$ cat src/hdl/lfu_pkg.sv
// Package for the LFU cache: sizes, entry layout, command and register codes.
// Used by the cache top level and its checker; no dependencies.
package lfu_pkg;

  localparam int ENTRIES    = 16;
  localparam int COUNT_BITS = 16;
  localparam int STAMP_BITS = 48;
  localparam int DATA_BITS  = 32;
  localparam int CAP_BITS   = 5;
  localparam int APB_BITS   = 32;
  localparam int ADDR_BITS  = 3;

  localparam int IDX_BITS = (ENTRIES > 1) ? $clog2(ENTRIES) : 1;
  localparam int CNT_BITS = $clog2(ENTRIES + 1);
  localparam int CMP_BITS = (CAP_BITS > CNT_BITS) ? CAP_BITS : CNT_BITS;

  typedef logic signed [DATA_BITS-1:0] data_t;
  typedef logic [COUNT_BITS-1:0]       count_t;
  typedef logic [STAMP_BITS-1:0]       stamp_t;
  typedef logic [IDX_BITS-1:0]         idx_t;
  typedef logic [CAP_BITS-1:0]         cap_t;

  typedef struct packed {
    data_t  key;
    data_t  value;
    count_t count;
    stamp_t stamp;
  } entry_t;

  localparam int ENTRY_BITS = $bits(entry_t);

  localparam count_t COUNT_MAX = {COUNT_BITS{1'b1}};
  localparam cap_t   CAP_RESET = CAP_BITS'(16);

  localparam logic CMD_GET = 1'b0;
  localparam logic CMD_PUT = 1'b1;

  // register index field of paddr
  localparam logic [ADDR_BITS-3:0] REG_CAPACITY = '0;

  typedef enum logic [1:0] {
    ST_IDLE,
    ST_SCAN,
    ST_WRITE
  } state_t;

endpackage

$ cat src/hdl/lfu_ram.sv
// Generic single-clock RAM: one write port, one read port, registered read.
// No dependencies.
module lfu_ram #(
  parameter int WIDTH = 8,
  parameter int DEPTH = 16
) (
  input  logic                                     clk,
  input  logic                                     we,
  input  logic [((DEPTH > 1) ? $clog2(DEPTH) : 1)-1:0] waddr,
  input  logic [WIDTH-1:0]                         wdata,
  input  logic [((DEPTH > 1) ? $clog2(DEPTH) : 1)-1:0] raddr,
  output logic [WIDTH-1:0]                         rdata
);

  logic [WIDTH-1:0] mem [DEPTH];

  always_ff @(posedge clk) begin
    if (we) begin
      mem[waddr] <= wdata;
    end
    rdata <= mem[raddr];
  end

endmodule

$ cat src/hdl/lfu_cache_with_lru_ties.sv
// LFU cache top level: APB register, entry scan and write-back sequencer.
// Depends on lfu_pkg and lfu_ram.
//
//   port group | direction | handshake             | beat contents
//   in_*       | sink      | in_valid / in_ready   | command, key, value
//   out_*      | source    | out_valid / out_ready | hit, read_value, evicted, evicted_key
//   apb        | sink      | psel/penable, pready  | capacity register
//
// A beat goes through accept, one read of the entry RAM per entry plus the RAM's
// registered read latency, and write-back.
// Reset is synchronous, active low; it clears valid marks at once, no sweep.
// A finished result waits in the output register; the next beat is accepted
// meanwhile and stalls only at its own write-back while that register is full.
module lfu_cache_with_lru_ties (
  input  logic                                   clk,
  input  logic                                   rst_n,
  input  logic                                   in_valid,
  output logic                                   in_ready,
  input  logic                                   in_command,
  input  logic signed [lfu_pkg::DATA_BITS-1:0]   in_key,
  input  logic signed [lfu_pkg::DATA_BITS-1:0]   in_value,
  output logic                                   out_valid,
  input  logic                                   out_ready,
  output logic                                   out_hit,
  output logic signed [lfu_pkg::DATA_BITS-1:0]   out_read_value,
  output logic                                   out_evicted,
  output logic signed [lfu_pkg::DATA_BITS-1:0]   out_evicted_key,
  input  logic                                   psel,
  input  logic                                   penable,
  input  logic                                   pwrite,
  input  logic [lfu_pkg::ADDR_BITS-1:0]          paddr,
  input  logic [lfu_pkg::APB_BITS-1:0]           pwdata,
  output logic [lfu_pkg::APB_BITS-1:0]           prdata,
  output logic                                   pready
);

  lfu_pkg::state_t state_r, state_nxt;

  lfu_pkg::cap_t                      capacity_r;
  logic [lfu_pkg::ENTRIES-1:0]        valid_r;
  logic [lfu_pkg::CNT_BITS-1:0]       occ_r;
  lfu_pkg::stamp_t                    touch_r;
  logic [lfu_pkg::CNT_BITS-1:0]       cnt_r;

  logic                               cmd_r;
  lfu_pkg::data_t                     key_r, val_r;

  logic                               found_r, free_found_r, vic_found_r;
  lfu_pkg::idx_t                      hit_idx_r, free_idx_r, vic_idx_r;
  lfu_pkg::entry_t                    hit_ent_r, vic_ent_r;

  logic                               out_valid_r, out_hit_r, out_evicted_r;
  lfu_pkg::data_t                     out_read_value_r, out_evicted_key_r;

  logic                               accept, commit, cfg_wr;
  logic                               chk_en, chk_valid;
  lfu_pkg::idx_t                      chk_idx;
  logic [lfu_pkg::ENTRY_BITS-1:0]     rd_bits;
  lfu_pkg::entry_t                    rd_ent;

  logic [lfu_pkg::CMP_BITS-1:0]       cap_eff;
  logic                               wr_en, occ_inc;
  lfu_pkg::idx_t                      wr_idx;
  lfu_pkg::entry_t                    wr_ent;
  lfu_pkg::stamp_t                    stamp_nxt;
  logic                               res_hit, res_ev;
  lfu_pkg::data_t                     res_rd, res_evk;

  // ---------------- configuration port ----------------
  assign pready = 1'b1;
  assign cfg_wr = psel && penable && pwrite && pready
                  && (paddr[lfu_pkg::ADDR_BITS-1:2] == lfu_pkg::REG_CAPACITY);

  always_comb begin
    prdata = '0;
    if (paddr[lfu_pkg::ADDR_BITS-1:2] == lfu_pkg::REG_CAPACITY) begin
      prdata = lfu_pkg::APB_BITS'(capacity_r);
    end
  end

  // ---------------- entry memory ----------------
  lfu_ram #(
    .WIDTH (lfu_pkg::ENTRY_BITS),
    .DEPTH (lfu_pkg::ENTRIES)
  ) u_ram (
    .clk   (clk),
    .we    (commit && wr_en),
    .waddr (wr_idx),
    .wdata (wr_ent),
    .raddr (cnt_r[lfu_pkg::IDX_BITS-1:0]),
    .rdata (rd_bits)
  );

  assign rd_ent    = lfu_pkg::entry_t'(rd_bits);
  assign chk_idx   = lfu_pkg::IDX_BITS'(cnt_r - 1'b1);
  assign chk_en    = (state_r == lfu_pkg::ST_SCAN) && (cnt_r != '0);
  assign chk_valid = valid_r[chk_idx];

  // ---------------- FSM ----------------
  always_comb begin
    state_nxt = state_r;
    unique case (state_r)
      lfu_pkg::ST_IDLE: begin
        if (in_valid) begin
          state_nxt = lfu_pkg::ST_SCAN;
        end
      end
      lfu_pkg::ST_SCAN: begin
        if (cnt_r == lfu_pkg::CNT_BITS'(lfu_pkg::ENTRIES)) begin
          state_nxt = lfu_pkg::ST_WRITE;
        end
      end
      lfu_pkg::ST_WRITE: begin
        if (!out_valid_r || out_ready) begin
          state_nxt = lfu_pkg::ST_IDLE;
        end
      end
      default: state_nxt = lfu_pkg::ST_IDLE;
    endcase
  end

  always_comb begin
    in_ready = (state_r == lfu_pkg::ST_IDLE);
    commit   = (state_r == lfu_pkg::ST_WRITE) && (!out_valid_r || out_ready);
  end

  assign accept = in_valid && in_ready;

  // ---------------- write-back decision ----------------
  always_comb begin
    if (lfu_pkg::CMP_BITS'(capacity_r) > lfu_pkg::CMP_BITS'(lfu_pkg::ENTRIES)) begin
      cap_eff = lfu_pkg::CMP_BITS'(lfu_pkg::ENTRIES);
    end else begin
      cap_eff = lfu_pkg::CMP_BITS'(capacity_r);
    end

    stamp_nxt = touch_r + 1'b1;
    wr_en     = 1'b0;
    occ_inc   = 1'b0;
    wr_idx    = hit_idx_r;
    wr_ent    = hit_ent_r;
    res_hit   = 1'b0;
    res_rd    = '1;
    res_ev    = 1'b0;
    res_evk   = '0;

    if (found_r) begin
      res_hit = 1'b1;
      wr_en   = 1'b1;
      if (cmd_r == lfu_pkg::CMD_GET) begin
        res_rd = hit_ent_r.value;
      end else begin
        wr_ent.value = val_r;
      end
      if (hit_ent_r.count != lfu_pkg::COUNT_MAX) begin
        wr_ent.count = hit_ent_r.count + 1'b1;
      end
      wr_ent.stamp = stamp_nxt;
    end else if (cmd_r == lfu_pkg::CMD_PUT && cap_eff != '0) begin
      wr_ent.key   = key_r;
      wr_ent.value = val_r;
      wr_ent.count = lfu_pkg::COUNT_BITS'(1);
      wr_ent.stamp = stamp_nxt;
      if (lfu_pkg::CMP_BITS'(occ_r) >= cap_eff) begin
        wr_idx  = vic_idx_r;
        wr_en   = vic_found_r;
        res_ev  = vic_found_r;
        res_evk = vic_found_r ? vic_ent_r.key : '0;
      end else begin
        wr_idx  = free_idx_r;
        wr_en   = free_found_r;
        occ_inc = free_found_r;
      end
    end
  end

  // ---------------- control registers ----------------
  always_ff @(posedge clk) begin
    if (!rst_n) begin
      state_r      <= lfu_pkg::ST_IDLE;
      capacity_r   <= lfu_pkg::CAP_RESET;
      valid_r      <= '0;
      occ_r        <= '0;
      touch_r      <= '0;
      cnt_r        <= '0;
      found_r      <= 1'b0;
      free_found_r <= 1'b0;
      vic_found_r  <= 1'b0;
      out_valid_r  <= 1'b0;
    end else begin
      state_r <= state_nxt;
      if (cfg_wr) begin
        capacity_r <= pwdata[lfu_pkg::CAP_BITS-1:0];
      end
      if (accept) begin
        cnt_r        <= '0;
        found_r      <= 1'b0;
        free_found_r <= 1'b0;
        vic_found_r  <= 1'b0;
      end else if (state_r == lfu_pkg::ST_SCAN) begin
        cnt_r <= cnt_r + 1'b1;
      end
      if (chk_en && chk_valid) begin
        if (rd_ent.key == key_r) begin
          found_r <= 1'b1;
        end
        if (!vic_found_r
            || rd_ent.count < vic_ent_r.count
            || (rd_ent.count == vic_ent_r.count && rd_ent.stamp < vic_ent_r.stamp)) begin
          vic_found_r <= 1'b1;
        end
      end
      if (chk_en && !chk_valid) begin
        free_found_r <= 1'b1;
      end
      if (commit && wr_en) begin
        valid_r[wr_idx] <= 1'b1;
        touch_r         <= stamp_nxt;
      end
      if (commit && occ_inc) begin
        occ_r <= occ_r + 1'b1;
      end
      if (commit) begin
        out_valid_r <= 1'b1;
      end else if (out_ready) begin
        out_valid_r <= 1'b0;
      end
    end
  end

  // ---------------- payload registers ----------------
  always_ff @(posedge clk) begin
    if (accept) begin
      cmd_r <= in_command;
      key_r <= in_key;
      val_r <= in_value;
    end
    if (chk_en && chk_valid) begin
      if (rd_ent.key == key_r) begin
        hit_idx_r <= chk_idx;
        hit_ent_r <= rd_ent;
      end
      if (!vic_found_r
          || rd_ent.count < vic_ent_r.count
          || (rd_ent.count == vic_ent_r.count && rd_ent.stamp < vic_ent_r.stamp)) begin
        vic_idx_r <= chk_idx;
        vic_ent_r <= rd_ent;
      end
    end
    if (chk_en && !chk_valid && !free_found_r) begin
      free_idx_r <= chk_idx;
    end
    if (commit) begin
      out_hit_r         <= res_hit;
      out_read_value_r  <= res_rd;
      out_evicted_r     <= res_ev;
      out_evicted_key_r <= res_evk;
    end
  end

  assign out_valid       = out_valid_r;
  assign out_hit         = out_hit_r;
  assign out_read_value  = out_read_value_r;
  assign out_evicted     = out_evicted_r;
  assign out_evicted_key = out_evicted_key_r;

endmodule

$ cat config.mk
export PLATFORM = sky130hd
export DESIGN_NAME = lfu_cache_with_lru_ties
export DESIGN_NICKNAME = d
export VERILOG_FILES = /design/src/hdl/lfu_pkg.sv /design/src/hdl/lfu_ram.sv /design/src/hdl/lfu_cache_with_lru_ties.sv
export SDC_FILE = /design/constraint.sdc
export NUM_CORES = 2
export LEC_CHECK = 0
export ABC_AREA = 1
export BUFFER_PORTS_ARGS = -buffer_cell sky130_fd_sc_hd__clkbuf_2
export CORE_UTILIZATION = 65
export DETAILED_ROUTE_END_ITERATION = 8
export HOLD_SLACK_MARGIN = 0.08
export PLACE_DENSITY_LB_ADDON = 0.05
export SYNTH_ARGS = -nofsm -noshare
export SYNTH_HDL_FRONTEND = slang
export SYNTH_SLANG_ARGS = --single-unit
$ cat constraint.sdc
create_clock -name clk -period 11.22 [get_ports clk]
set_clock_uncertainty 0.05 [all_clocks]
set_input_delay 1.683 -clock clk [delete_from_list [all_inputs] [get_ports clk]]
set_output_delay 1.683 -clock clk [all_outputs]
set_load 0.02 [all_outputs]
==> impl_metrics.json <==
{
  "fin_crit_ps": 5370,
  "end_kind": "flop",
  "ys_async_sr_fraction": 0,
  "synth_top_area_frac": 0.716,
  "final.period_utilization": 0.478,
  "dpl.hpwl_mm": 113,
  "status": "finished, violations left",
  "vias": 63000,
  "post_cts_resized": 0,
  "drive_gt1_frac": 0.0843,
  "violations": "design-rule violations",
  "setup_viol": 0,
  "path_cells": "buf_4 -> buf_4 -> buf_4 -> buf_4 -> o21ai_0 -> o22ai_1 -> nand2_1 -> nand4_1",
  "vdd_drop_max_mv": 0.159,
  "critPathMaxStageDelay_ps": 920,
  "grt_max_degree": 218,
  "fp.dieH_um": 397,
  "syn2layout_area_growth_pct": 10.7,
  "powerDensity_nw_per_um2": 178,
  "yosys.cell_count.top_type": "edfxtp_1",
  "grt_pass1_vias": 60200,
  "critPathTopFamily": "buffers and inverters",
  "grt_pass1_wl_mm": 361,
  "ys_top_cells_by_count": "2,415 x edfxtp_1, 1,225 x nor2_1, 1,153 x o21ai_0, 915 x nand2_1, 512 x o22ai_1",
  "post_cts_buffers": 0,
  "crit_top_cell": "buf_4",
  "final.setup.worst_slack_ps": 5850,
  "nNetsFinal": 8093,
  "synth.avg_cell_area_um2": 13.0,
  "hold_depth": 0,
  "gp_congestion": 0.908,
  "nFillCells": 10000,
  "antenna_found_initial": 3,
  "htree_levels": 5,
  "max_freq_ghz": 0.186,
  "postRouteAntennaNets": 0,
  "tns_ps": 0,
  "synth-seq-cells": 2628,
  "required_ps": 12000,
  "antenna_cells": 0,
  "gr-total-overflow": 0,
  "synth_edf_count": 2415,
  "cts_sinks": 2628,
  "cts_hold_buf": 0,
  "start_util": 0.656,
  "drc_errors": 12,
  "dieArea_um2": 157000,
  "yosysUniqueCellTypes": 48,
  "pre_cts_ws_ps": 5320,
  "p_leak_nw": 38.0,
  "row_count": 144,
  "drt_iter0_drc": 7783,
  "drt-total-wl_mm": 242,
  "yosys-top-cells-area": "edfxtp_1 72%, o21ai_0 5.7%, nor2_1 4.5%, dfxtp_1 4.2%, nand2_1 3.4%",
  "crit_buf_inv": 4,
  "via_per_inst": 6.20,
  "maxSlewHeadroom": 0.108,
  "placed_area_um2": 104000,
  "syn_inst": 7814,
  "ys_warn_count": 0,
  "cts-buffers-inserted": 278,
  "die_w_um": 397,
  "worst-r2r-cell-count": 8,
  "wl_per_cell_um": 23.8,
  "core_um2": 154000,
  "reg2reg_slack_ps": 5850,
  "slew_viol_final": 0,
  "dr.pass1.iters": 9,
  "cp_slowest_cell": "buf_4",
  "hold_slack_ps": 348,
  "min_from": "u_ram.rdata[71]",
  "finalInstanceArea_um2": 112000,
  "grt_use_total": 0.306,
  "portBuffers": 150,
  "crit_type": "reg2reg",
  "ios": 208,
  "r2r-start": "cnt_r[0]",
  "rsz0062_at_grt": "false",
  "cts_root_buf": "clkbuf_16",
  "cts_tree": "built",
  "hold_end": "hit_ent_r[71]",
  "critPathMaxFanout": 101,
  "cp.arrival_ps": 6150,
  "clkSlewWorstSetupHoldPaths_ps": 60,
  "hold_violations": 0,
  "cap_violations": 0,
  "ys_seq_area_frac": 0.758,
  "power_mw": 19.9,
  "synth_flop_cell": "edfxtp_1",
  "cp_num_cells": 8,
  "synth_area_um2": 101000,
  "startpoint_type": "flop",
  "yosysTopAreaCell": "edfxtp_1",
  "clock_path_buffers": 4,
  "clock_latency_ps": 890,
  "reg2reg_to": "u_ram.rdata[98]",
  "hold_path_class": "reg2reg",
  "worst_pin_slew_ps": 1330
}
## worst register-to-register path, stage by stage (launching register included)
cell	delay, ps
dfxtp_4	760
buf_4	810
buf_4	880
buf_4	1030
buf_4	950
o21ai_0	310
o22ai_1	310
nand2_1	90
nand4_1	120
## sequential cells by signal, summed over array words and instances (netlist names), 2 cells and up
register / flops
capacity_r: 5
cnt_r: 5
free_idx_r: 4
hit_ent_r: 128
hit_idx_r: 4
key_r: 32
occ_r: 5
out_evicted_key: 32
out_read_value: 32
state_r: 2
touch_r: 48
u_ram.mem: 2048
u_ram.rdata: 128
val_r: 32
valid_r: 16
vic_ent_r: 96
vic_idx_r: 4
## where the power goes
| group | internal, mW | switching (mW) | total, mW |
|---|---|---|---|
| logic | 0.165 | 0.465 | 0.630 |
| registers | 10.7 | 0.0404 | 10.8 |
| clock network | 5.01 | 3.52 | 8.53 |
## cells in the final DEF (no fill, tap or decap), types with 92 or more instances in the layout
master,n
a21oi_1,136
buf_4,114
clkbuf_1,92
clkbuf_16,282
clkbuf_2,150
dfxtp_1,211
edfxtp_1,2415
inv_1,274
nand2_1,915
nand4_1,148
nor2_1,1220
o21ai_0,1149
o22ai_1,512
## layer usage
| layer | GRT usage | routed length [um] |
|---|---|---|
| met1 | 0.446 | 101000 |
| met2 | 0.482 | 114000 |
| met3 | 0.0437 | 21000 |
| met4 | 0.0954 | 6400 |
| met5 | 0 | 0 |
## metrics by stage
step,std cells,utilization
floorplan,7840,-
global placement,9675,0.671
detailed placement,9675,0.671
CTS,10100,0.726
global route,10200,0.726
finish,10200,0.726
## kinds of logic after synthesis
group / synth area share
other: 0.0000742
muxes: 0.000198
AOI/OAI and AO/OA: 0.0971
xor gates and xnor gates: 0.00666
adders and majority gates: 0.00915
DFF: 0.758
and+or+nand+nor: 0.0961
buffers and inverters: 0.0323
## final cells by class
class / count / area (um^2) / area share
clock buffers: 393 / 7660 / 0.0684
clock inverters: 81 / 693 / 0.00619
inverters: 302 / 1280 / 0.0114
multi-input cells: 4433 / 21300 / 0.191
flip-flops and latches: 2628 / 76800 / 0.685
well taps: 2044 / 2560 / 0.0228
repair buffers: 269 / 1710 / 0.0152
## worst max-delay path by stage
stage | end | from | slack (ps)
2_1_floorplan | vic_ent_r[0] | cnt_r[0] | 3730
3_3_place_gp | u_ram.mem[8][10] | out_ready | 5390
3_5_place_dp | u_ram.mem[8][8] | out_ready | 5320
4_1_cts | u_ram.rdata[98] | cnt_r[0] | 6000
5_1_grt | u_ram.rdata[48] | cnt_r[0] | 5580
6_report | u_ram.rdata[98] | cnt_r[0] | 5850
(Power assumes the default switching activity.)
